`src/hdl/rbd_pkg.sv`:
```
// Shared types and constants for the RecordIO byte deframer.
package rbd_pkg;

	// Header layout
	localparam int unsigned LENGTH_BITS = 29;
	localparam logic [31:0] MAGIC_WORD = 32'hced7230a;
	localparam int unsigned FLAG_LSB = 29;
	localparam int unsigned HDR_BYTES = 8;
	localparam int unsigned HDR_CNT_W = $clog2(HDR_BYTES);

	// Result kinds
	localparam logic [1:0] KIND_DATA      = 2'd0;
	localparam logic [1:0] KIND_EMPTY     = 2'd1;
	localparam logic [1:0] KIND_BAD_MAGIC = 2'd2;
	localparam logic [1:0] KIND_BAD_FLAG  = 2'd3;

	// Result queue geometry
	localparam int unsigned QUEUE_DEPTH = 4;
	localparam int unsigned QUEUE_PTR_W = $clog2(QUEUE_DEPTH);

	typedef logic [LENGTH_BITS-1:0] len_t;

	// One result item
	typedef struct packed {
		logic [1:0] kind;
		logic [7:0] data;
		logic       last;
	} rbd_item_t;

	// Push side of the result queue
	typedef struct packed {
		logic      valid;
		rbd_item_t item;
	} rbd_push_t;

	// Pop side of the result queue
	typedef struct packed {
		logic      not_empty;
		rbd_item_t item;
	} rbd_head_t;

endpackage

```
`src/hdl/rbd_front.sv`:
```
// Front end: gathers headers, counts payload and padding, classifies each byte.
module rbd_front (
	input  logic                clk,
	input  logic                arst_n,
	input  logic                accept,
	input  logic [7:0]          stream_byte,
	output rbd_pkg::rbd_push_t  push
);

	localparam logic [1:0] PH_HEADER  = 2'd0;
	localparam logic [1:0] PH_PAYLOAD = 2'd1;
	localparam logic [1:0] PH_PADDING = 2'd2;
	localparam logic [1:0] PH_HALTED  = 2'd3;

	localparam int unsigned HDR_W = 8 * rbd_pkg::HDR_BYTES;
	localparam rbd_pkg::len_t LEN_ONE = {{(rbd_pkg::LENGTH_BITS-1){1'b0}}, 1'b1};

	logic [1:0]                     phase_q;
	logic [rbd_pkg::HDR_CNT_W-1:0]  hdr_cnt_q;
	logic [HDR_W-1:0]               hdr_q;
	rbd_pkg::len_t                  pay_left_q;
	logic [1:0]                     pad_left_q;

	logic [HDR_W-1:0]  hdr_full;
	logic              hdr_done;
	logic              magic_ok;
	logic              flag_ok;
	rbd_pkg::len_t     rec_len;
	logic              len_zero;
	logic              pay_last;

	// Header bytes arrive low byte first; shift them in from the top
	assign hdr_full = {stream_byte, hdr_q[HDR_W-1:8]};
	assign hdr_done = (hdr_cnt_q == rbd_pkg::HDR_CNT_W'(rbd_pkg::HDR_BYTES - 1));
	assign magic_ok = (hdr_full[31:0] == rbd_pkg::MAGIC_WORD);
	assign flag_ok  = (hdr_full[32+rbd_pkg::FLAG_LSB +: 3] == 3'd0);
	assign rec_len  = hdr_full[32 +: rbd_pkg::LENGTH_BITS];
	assign len_zero = (rec_len == '0);
	assign pay_last = (pay_left_q == LEN_ONE);

	// Classify the current byte into a result, if any
	always_comb begin
		push.valid     = 1'b0;
		push.item.kind = rbd_pkg::KIND_DATA;
		push.item.data = 8'd0;
		push.item.last = 1'b0;
		case (phase_q)
			PH_HEADER: begin
				if (accept && hdr_done) begin
					push.valid = !magic_ok || !flag_ok || len_zero;
					if (!magic_ok) begin
						push.item.kind = rbd_pkg::KIND_BAD_MAGIC;
					end else if (!flag_ok) begin
						push.item.kind = rbd_pkg::KIND_BAD_FLAG;
					end else begin
						push.item.kind = rbd_pkg::KIND_EMPTY;
						push.item.last = 1'b1;
					end
				end
			end
			PH_PAYLOAD: begin
				push.valid     = accept;
				push.item.data = stream_byte;
				push.item.last = pay_last;
			end
			default: begin
				push.valid = 1'b0;
			end
		endcase
	end

	// Header shift register holds no control state
	always_ff @(posedge clk) begin
		if (accept && phase_q == PH_HEADER) begin
			hdr_q <= hdr_full;
		end
	end

	// Advance the record state on each accepted byte
	always_ff @(posedge clk or negedge arst_n) begin
		if (!arst_n) begin
			phase_q    <= PH_HEADER;
			hdr_cnt_q  <= '0;
			pay_left_q <= '0;
			pad_left_q <= 2'd0;
		end else if (accept) begin
			case (phase_q)
				PH_HEADER: begin
					hdr_cnt_q <= hdr_cnt_q + 1'b1;
					if (hdr_done) begin
						if (!magic_ok || !flag_ok) begin
							phase_q <= PH_HALTED;
						end else if (!len_zero) begin
							phase_q    <= PH_PAYLOAD;
							pay_left_q <= rec_len;
							pad_left_q <= 2'd0 - rec_len[1:0];
						end
					end
				end
				PH_PAYLOAD: begin
					pay_left_q <= pay_left_q - LEN_ONE;
					if (pay_last) begin
						phase_q <= (pad_left_q != 2'd0) ? PH_PADDING : PH_HEADER;
					end
				end
				PH_PADDING: begin
					pad_left_q <= pad_left_q - 2'd1;
					if (pad_left_q == 2'd1) begin
						phase_q <= PH_HEADER;
					end
				end
				default: begin
					phase_q <= PH_HALTED;
				end
			endcase
		end
	end

endmodule

```
`src/hdl/rbd_queue.sv`:
```
// Short result queue between the front end and the output stage.
module rbd_queue (
	input  logic               clk,
	input  logic               arst_n,
	input  rbd_pkg::rbd_push_t push,
	input  logic               pop,
	output rbd_pkg::rbd_head_t head,
	output logic               full
);

	rbd_pkg::rbd_item_t                 slot_q [rbd_pkg::QUEUE_DEPTH];
	logic [rbd_pkg::QUEUE_PTR_W-1:0]    wr_ptr_q;
	logic [rbd_pkg::QUEUE_PTR_W-1:0]    rd_ptr_q;
	logic [rbd_pkg::QUEUE_PTR_W:0]      count_q;
	logic                               do_pop;

	assign full           = (count_q == (rbd_pkg::QUEUE_PTR_W+1)'(rbd_pkg::QUEUE_DEPTH));
	assign head.not_empty = (count_q != '0);
	assign head.item      = slot_q[rd_ptr_q];
	assign do_pop         = pop && head.not_empty;

	// Write the pushed item into its slot
	always_ff @(posedge clk) begin
		if (push.valid) begin
			slot_q[wr_ptr_q] <= push.item;
		end
	end

	// Advance pointers and occupancy
	always_ff @(posedge clk or negedge arst_n) begin
		if (!arst_n) begin
			wr_ptr_q <= '0;
			rd_ptr_q <= '0;
			count_q  <= '0;
		end else begin
			if (push.valid) begin
				wr_ptr_q <= wr_ptr_q + 1'b1;
			end
			if (do_pop) begin
				rd_ptr_q <= rd_ptr_q + 1'b1;
			end
			if (push.valid && !do_pop) begin
				count_q <= count_q + 1'b1;
			end else if (do_pop && !push.valid) begin
				count_q <= count_q - 1'b1;
			end
		end
	end

endmodule

```
`src/hdl/rbd_back.sv`:
```
// Output stage: registers the queue head and offers it on the result channel.
module rbd_back (
	input  logic               clk,
	input  logic               arst_n,
	input  rbd_pkg::rbd_head_t head,
	output logic               pop,
	output logic               result_valid,
	input  logic               result_stall,
	output rbd_pkg::rbd_item_t result
);

	logic               valid_q;
	rbd_pkg::rbd_item_t item_q;
	logic               load;

	// Refill when the register is empty or its transfer completes
	assign load         = !valid_q || !result_stall;
	assign pop          = load && head.not_empty;
	assign result_valid = valid_q;
	assign result       = item_q;

	// Hold the payload while stalled
	always_ff @(posedge clk) begin
		if (pop) begin
			item_q <= head.item;
		end
	end

	// Track output occupancy
	always_ff @(posedge clk or negedge arst_n) begin
		if (!arst_n) begin
			valid_q <= 1'b0;
		end else if (load) begin
			valid_q <= head.not_empty;
		end
	end

endmodule

```
`src/hdl/recordio_byte_deframer.sv`:
```
// Top level of the RecordIO byte deframer: front end, result queue, output stage.
//
//   channel   direction  handshake                    payload
//   byte      in         byte_valid / byte_stall      stream_byte[7:0]
//   result    out        result_valid / result_stall  result_kind[1:0], payload_byte[7:0],
//                                                     record_last
//
// One byte is taken per cycle unless byte_stall is high; the front end's per-byte state
// update sets that rate. A result is written into the queue at its byte's transfer edge
// and then, once the output register is free, into that register for the result port.
// byte_stall rises only while the four-entry result queue is full. Reset clears
// record state, queue and output valid; after an error result all bytes are still
// taken and dropped until the next reset.
module recordio_byte_deframer (
	input  logic       clk,
	input  logic       arst_n,
	input  logic       byte_valid,
	output logic       byte_stall,
	input  logic [7:0] stream_byte,
	output logic       result_valid,
	input  logic       result_stall,
	output logic [1:0] result_kind,
	output logic [7:0] payload_byte,
	output logic       record_last
);

	logic               accept;
	logic               q_full;
	logic               q_pop;
	rbd_pkg::rbd_push_t push;
	rbd_pkg::rbd_head_t head;
	rbd_pkg::rbd_item_t result;

	assign byte_stall   = q_full;
	assign accept       = byte_valid && !q_full;
	assign result_kind  = result.kind;
	assign payload_byte = result.data;
	assign record_last  = result.last;

	rbd_front u_front (
		.clk        (clk),
		.arst_n     (arst_n),
		.accept     (accept),
		.stream_byte(stream_byte),
		.push       (push)
	);

	rbd_queue u_queue (
		.clk   (clk),
		.arst_n(arst_n),
		.push  (push),
		.pop   (q_pop),
		.head  (head),
		.full  (q_full)
	);

	rbd_back u_back (
		.clk         (clk),
		.arst_n      (arst_n),
		.head        (head),
		.pop         (q_pop),
		.result_valid(result_valid),
		.result_stall(result_stall),
		.result      (result)
	);

	// Front end never writes into a full queue
	assert property (@(posedge clk) disable iff (!arst_n) push.valid |-> !q_full)
		else $error("result pushed into full queue");

	// Non-data results carry a zero byte
	assert property (@(posedge clk) disable iff (!arst_n)
		result_valid && result_kind != rbd_pkg::KIND_DATA |-> payload_byte == 8'd0)
		else $error("non-data result with nonzero byte");

	// Error results never close a record
	assert property (@(posedge clk) disable iff (!arst_n)
		result_valid && (result_kind == rbd_pkg::KIND_BAD_MAGIC ||
		result_kind == rbd_pkg::KIND_BAD_FLAG) |-> !record_last)
		else $error("error result marked last");

	// An empty-queue output stage with nothing pending goes idle
	assert property (@(posedge clk) disable iff (!arst_n)
		!head.not_empty && !push.valid && (!result_valid || !result_stall) |=> !result_valid)
		else $error("output valid without a queued result");

endmodule
```
`config.mk`:
```
export PLATFORM = sky130hd
export DESIGN_NAME = recordio_byte_deframer
export DESIGN_NICKNAME = d
export VERILOG_FILES = /design/src/hdl/rbd_pkg.sv /design/src/hdl/rbd_front.sv /design/src/hdl/rbd_queue.sv /design/src/hdl/rbd_back.sv /design/src/hdl/recordio_byte_deframer.sv
export SDC_FILE = /design/constraint.sdc
export NUM_CORES = 1
export LEC_CHECK = 0
export BUFFER_PORTS_ARGS = -buffer_cell sky130_fd_sc_hd__buf_2
export CAP_MARGIN = 20
export CORE_MARGIN = 10
export CORE_UTILIZATION = 55
export CTS_CLUSTER_SIZE = 30
export DETAILED_ROUTE_END_ITERATION = 8
export PLACE_DENSITY = 0.75
export SLEW_MARGIN = 15
export SYNTH_ARGS = -nofsm -noshare
export SYNTH_HDL_FRONTEND = slang
export SYNTH_SLANG_ARGS = --single-unit
```
`constraint.sdc`:
```
create_clock -name clk -period 2.91 [get_ports clk]
set_clock_uncertainty 0.2 [all_clocks]
set_input_delay 0 -clock clk [delete_from_list [all_inputs] [get_ports clk]]
set_output_delay 0 -clock clk [all_outputs]
set_load 0.1 [all_outputs]
```
==> results of run 1 <==
-- how the worst max path moves through the flow --
stage	from	endpoint	depth (start not counted)
after floorplan	u_queue.count_q[1]$_DFFE_PN0P_	u_queue.slot_q[0][10]$_DFFE_PP_	5
after global placement	u_front.hdr_q[10]$_DFFE_PP_	u_queue.count_q[1]$_DFFE_PN0P_	9
after detailed placement	u_front.hdr_q[13]$_DFFE_PP_	u_queue.count_q[1]$_DFFE_PN0P_	9
after CTS	u_front.hdr_q[41]$_DFFE_PP_	u_queue.count_q[2]$_DFFE_PN0P_	13
after global routing	u_front.hdr_q[41]$_DFFE_PP_	u_queue.count_q[2]$_DFFE_PN0P_	13
final	u_front.hdr_q[23]$_DFFE_PP_	u_queue.count_q[1]$_DFFE_PN0P_	9
-- through the flow --
| stage | worst slack [ns] | instances |
|---|---|---|
| after floorplan | -0.328 | 490 |
| after global placement | 0.0612 | 683 |
| after detailed placement | -0.0791 | 683 |
| after CTS | 0.00473 | 730 |
| after global routing | -0.116 | 737 |
| final | 0.0346 | 737 |
-- layout by cell type, fill, tap and decap left out, types with 6 or more instances in the layout --
cell           count
clkbuf_16         17
nor2_1            17
nand3_1           14
a21oi_1           26
mux4_2            11
edfxtp_1         111
dfrtp_1           44
or3_1              6
and3_1             7
nand2_1           18
o21ai_0            9
nand4_1            9
o22ai_1           27
nor3_1            11
buf_4             31
nor4_1            10
ha_1              14
and2_1            11
inv_1             20
dlygate4sd3_1     12
buf_2             24
-- per-layer routing --
metal	track usage	vias to the layer above	part of all wire
li1	-	2039	-
met4	0.0909	0	0.033
met3	0.0398	52	0.074
met2	0.298	250	0.49
met1	0.246	2323	0.40
met5	0	-	0
-- worst max-delay path: stages, from the launching register on --
cell and delay [ns]:
edfxtp_1 0.41, nor4bb_2 0.31, nand4_1 0.18, or3_4 0.43
o21bai_1 0.20, a21oi_2 0.09, ha_2 0.19, inv_2 0.06
fa_2 0.43, mux2_2 0.27
-- timing repair --
action                                  CTS  global route
setup buffers                             4             5
cloned                                    0             0
pin swaps                                 8             9
gates resized for setup                   6            13
hold buffers                             11             1
endpoints found under the setup margin    2            48
endpoints found under the hold margin   107            15
-- cell usage after synthesis (all sizes together) (4+ instances only) --
| cell | n |
|---|---|
| mux4 | 11 |
| or3 | 7 |
| inv | 24 |
| mux2 | 4 |
| nor4bb | 4 |
| nand4 | 9 |
| dfrtp | 44 |
| nor4b | 8 |
| mux2i | 4 |
| nand2 | 20 |
| and3 | 9 |
| nor4 | 17 |
| o21ai | 13 |
| and2 | 13 |
| o22ai | 27 |
| ha | 16 |
| xnor2 | 4 |
| edfxtp | 111 |
| nor2 | 18 |
| clkbuf | 10 |
| nor3 | 12 |
| o2bb2ai | 4 |
| nand3 | 14 |
| buf | 12 |
| nor3b | 4 |
| a21oi | 29 |
-- power groups by stage --
stage | sequential [mW] | clock, mW | combinational, mW
floorplan | 2.67 | 0 | 0.376
global placement | 2.61 | 0 | 0.578
detailed placement | 2.62 | 0 | 0.595
CTS | 2.57 | 2.18 | 0.619
global route | 2.59 | 2.26 | 0.660
finish | 2.58 | 2.15 | 0.627
-- flip-flops by register name, indices dropped and copies added (netlist names) --
signal               cells
u_queue.wr_ptr_q         2
u_queue.count_q          3
u_front.hdr_cnt_q        3
u_front.hdr_q           56
u_queue.slot_q          44
u_back.result           11
u_front.pay_left_q      29
u_front.phase_q          2
u_front.pad_left_q       2
u_back.result_valid      1
u_queue.rd_ptr_q         2
-- cells by family (layout without fill, tap and decap cells) --
logic type / Yosys count / count (layout) / synth area share
AND/OR/NAND/NOR: 147 / 147 / 0.134
AO/OA/AOI/OAI: 99 / 99 / 0.0933
buffers and inverters: 46 / 125 / 0.0286
adder cells (fa/ha/maj): 17 / 17 / 0.0325
multiplexers: 19 / 19 / 0.0491
XOR/XNOR: 7 / 7 / 0.00904
flip-flops: 155 / 155 / 0.654
-- cell type report --
| class | count | area share |
|---|---|---|
| clock inverters | 13 | 0.0174 |
| inverters | 24 | 0.0116 |
| multi-input cells | 289 | 0.282 |
| flip-flops and latches | 155 | 0.547 |
| well taps | 168 | 0.0259 |
| repair buffers | 69 | 0.0632 |
| clock buffers | 19 | 0.0534 |
==> summary.txt, run 1 <==
first-pass GRT wire length: 24500 um
clk buf depth: 2
standard-cell rows: 40
Setup CP Type: flop to flop
max-cap viol count: 0
CTS Buf Count: 17
Placed Area: 7240 um^2
initial antenna violation count: 0
average size of a mapped cell: 13.8 um^2
DIE WIDTH: 131 um
fillcell total: 821
Arrival @ worst endpoint: 2.98 ns
unrepaired setup endpoints after global routing: true
final slew viol count: 0
Post-Layout Inst Area: 8110 um^2
Post-synth ARST share: 0.284
Skew-Pair Late Insertion Delay: 0.42 ns
Required @ worst endpoint: 3.02 ns
Worst IR Drop VDD: 438 uV
Max Fclk: 348 MHz
Least-Margin Pin Slew: 0.907 ns
slew margin rel.: 0.395
register-to-register setup slack: 0.03 ns
dpl hpwl: 9920 um
Final Hold Viols: 0
Port-buffer cells: 24
combinational share of power: 0.117
htree depth: 4
R2R Path End: u_queue.count_q[1]$_DFFE_PN0P_
post-synthesis register bit count: 155
largest net degree at the start of global routing: 51
Total Routing Usage GR: 0.189
CTS tree: done
share of cells above drive strength 1: 0.236
Mapped Nets: 519
I/O Pins: 25
Internal: 3.94 mW
outcome: finished, final reports clean
nature of the critical path endpoint: flop
area delta synth->final: 19.6%
clock share of power: 0.402
drt pass-1 iters: 5
Final Util: 0.673
synthesized area: 6780 um^2
Core Box Area: 12100 um^2
reg2reg start: u_front.hdr_q[23]$_DFFE_PP_
clk sink count: 155
share of Yosys cell area claimed by the top area cell type: 0.491
startpoint class of the critical path: flop
DRT Wirelength: 15700 um
Ys Warns: 0
worst hold slack: 0.141 ns
Initial DRC Count: 508
FF+latch area: 4430 um^2
CP Max Fanout: 2
Clock Pin Slew Worst Setup and Hold Paths: 0.06 ns
Cell Pwr Density: 660 nW/um^2
drt drc: 0
grt ovf: 0
Yosys cell types: 67
Setup Viol. Count Final: 0
register area share after synthesis: 0.654
DR vias/cell: 6.33
Final nets: 585
vias in the first global route: 4500
wire length per cell: 21.3 um
cell count after synthesis: 490
HP Start: result_stall
ys flop type: edfxtp_1
Die Ht: 131 um
Psw: 1.42 mW
Synth area leaders: edfxtp_1, dfrtp_1, mux4_2
Flop pwr share: 0.481
Root Driver: clkbuf_16
number of synthesized flops with an enable pin: 111
Hold Path Stages: 4
Die ar.: 17200 um^2
Tcrit/Tclk final: 0.988
Ant. Diodes: 0
RePlAce Congestion: 0.911
static leakage: 2.80 nW
vias post-DR: 4664
Net Sw Frac: 0.264
Initial Util: 0.562
Total Power: 5.36 mW
setup TNS: 0 ns
Hold EP: u_back.result_valid$_DFFE_PN0N_
Yosys top cell by area: edfxtp_1
Final ANT Viol Nets: 0
minimum clock period: 2.88 ns
HP Class: input port to flop
Worst R2R Path Depth: 9
area of the multi-input gates: 2290 um^2
No activity file was read; power rests on OpenSTA's default activity.
==> run 2, diff against run 1 <==
--- a/constraint.sdc
+++ b/constraint.sdc
@@ -3,3 +3,3 @@
 set_input_delay 0 -clock clk [delete_from_list [all_inputs] [get_ports clk]]
 set_output_delay 0 -clock clk [all_outputs]
-set_load 0.1 [all_outputs]
+set_load 0.02 [all_outputs]
==> summary.txt, run 2 (synthesis results as in run 1) <==
outcome: finished, final reports clean (unchanged)
CTS tree: done (unchanged)
first-pass GRT wire length: 23800 um (was 24500 um)
commonest non-fill, non-tap cell in the layout: edfxtp_1 (unchanged)
max-cap viol count: 0 (unchanged)
DRT Wirelength: 15100 um (was 15700 um)
Initial DRC Count: 430 (was 508)
HP Start: result_stall (unchanged)
RePlAce Congestion: 0.890 (was 0.911)
setup TNS: 0 ns (unchanged)
I/O Pins: 25 (unchanged)
area delta synth->final: 20.4% (was 19.6%)
wire length per cell: 20.3 um (was 21.3 um)
Die ar.: 17200 um^2 (unchanged)
static leakage: 2.83 nW (was 2.80 nW)
DR vias/cell: 6.10 (was 6.33)
HP Class: input port to flop (unchanged)
initial antenna violation count: 0 (unchanged)
max reg flops: 56 (unchanged)
Setup CP Type: flop to flop (unchanged)
Skew-Pair Late Insertion Delay: 0.43 ns (was 0.42 ns)
slew margin rel.: 0.478 (was 0.395)
Arrival @ worst endpoint: 2.93 ns (was 2.98 ns)
grt met1 use: 0.245 (was 0.246)
Core Box Area: 12100 um^2 (unchanged)
clk buf depth: 2 (unchanged)
Total Routing Usage GR: 0.184 (was 0.189)
M2 GR Usage: 0.277 (was 0.298)
share of cells above drive strength 1: 0.239 (was 0.236)
grt ovf: 0 (unchanged)
Least-Margin Pin Slew: 0.783 ns (was 0.907 ns)
unrepaired setup endpoints after global routing: true (unchanged)
Cell Pwr Density: 641 nW/um^2 (was 660 nW/um^2)
Hold Path Stages: 4 (unchanged)
crit path from: u_front.hdr_q[10]$_DFFE_PP_ (was u_front.hdr_q[23]$_DFFE_PP_)
vias in the first global route: 4429 (was 4500)
Die Ht: 131 um (unchanged)
Worst R2R Path Depth: 9 (unchanged)
Total Power: 5.23 mW (was 5.36 mW)
gr busiest metal: met2 (unchanged)
Initial Util: 0.562 (unchanged)
minimum clock period: 2.82 ns (was 2.88 ns)
Root Driver: clkbuf_16 (unchanged)
reg2reg start: u_front.hdr_q[10]$_DFFE_PP_ (was u_front.hdr_q[23]$_DFFE_PP_)
M3 GR Usage: 0.0523 (was 0.0398)
Tcrit/Tclk final: 0.969 (was 0.988)
Regs by FF count: u_front.hdr_q: 56 flops, u_queue.slot_q: 44 flops, u_front.pay_left_q: 29 flops (unchanged)
Clock Pin Slew Worst Setup and Hold Paths: 0.06 ns (about the same)
final std cells w/o fill: 742 (was 737)
standard-cell rows: 40 (unchanged)
CP Max Fanout: 5 (was 2)
CTS Buf Count: 17 (unchanged)
largest net degree at the start of global routing: 45 (was 51)
Max Fclk: 355 MHz (was 348 MHz)
Worst IR Drop VDD: 453 uV (was 438 uV)
final slew viol count: 0 (unchanged)
DIE WIDTH: 131 um (unchanged)
htree depth: 4 (unchanged)
drt drc: 0 (unchanged)
Final Hold Viols: 0 (unchanged)
Port-buffer cells: 24 (unchanged)
Reg with most FFs: u_front.hdr_q (unchanged)
nature of the critical path endpoint: flop (unchanged)
Ant. Diodes: 0 (unchanged)
dpl hpwl: 9930 um (was 9920 um)
drt pass-1 iters: 7 (was 5)
startpoint class of the critical path: flop (unchanged)
Final nets: 590 (was 585)
clk sink count: 155 (unchanged)
Setup Viol. Count Final: 0 (unchanged)
vias post-DR: 4524 (was 4664)
commonest cells after routing, fill and taps aside: edfxtp_1, dfrtp_1, buf_4 (unchanged)
DP Cell Count: 687 (was 683)
Required @ worst endpoint: 3.02 ns (about the same)
Final ANT Viol Nets: 0 (unchanged)
## run 2: repair_timing
item | in CTS | in global routing
hold buffers | 11 | 1
endpoints found under the setup margin | 1 | 47
buffers inserted | 0 | 10
endpoints found under the hold margin | 107 | 22
gates resized for setup | 3 | 16
pin swaps | 0 | 9
## run 2: final cells by class
type,instances,area (um^2)
sequential,155,4430
fill,820,3890
multi-input combinational,289,2280
timing repair buffer,74,558
clock buffer,18,429
tap,168,210
clock inverter,14,159
inverter,24,93.8
## run 2: critical path, stage by stage (launching register included)
cell	delay [ns]
edfxtp_1	0.41
nor4bb_4	0.32
nand4_1	0.17
or3_4	0.45
o21bai_4	0.16
a21oi_2	0.08
ha_2	0.17
inv_1	0.06
fa_2	0.42
mux2_2	0.26
## run 2: per-layer routing
metal	vias to the layer above	wire [um]
met5	-	0
met4	0	331
met3	33	1190
met2	235	7120
met1	2204	6420
li1	2052	-
## run 2: worst paths after layout
| path | to | slack (ns) |
|---|---|---|
| max | u_queue.count_q[1]$_DFFE_PN0P_ | 0.09 |
| min | u_back.result_valid$_DFFE_PN0N_ | 0.12 |
| max reg2reg | u_queue.count_q[1]$_DFFE_PN0P_ | 0.09 |
| min reg2reg | u_front.hdr_q[25]$_DFFE_PP_ | 0.25 |
| max in group asynchronous | u_front.phase_q[1]$_DFFE_PN0P_ | 1.53 |
| min in group asynchronous | u_front.pay_left_q[15]$_DFFE_PN0P_ | 0.45 |
## run 2: stage by stage
step           setup WS, ns  hold slack [ns]  cell area (um^2)  utilization
6_report             0.0908            0.121              8170        0.677
5_1_grt             -0.0141            0.112              8170        0.677
4_1_cts              0.0143            0.103              7970        0.661
3_5_place_dp         -0.102           0.0174              7250        0.601
3_3_place_gp         0.0246           0.0132              7250        0.601
2_1_floorplan        0.0115           -0.496              6800            -
## run 2: where the power goes
group	total (mW)	switching, mW	internal, mW
Combinational	0.445	0.221	0.224
Sequential	2.58	0.147	2.43
Clock	2.21	0.929	1.28
Total	5.23	1.30	3.94
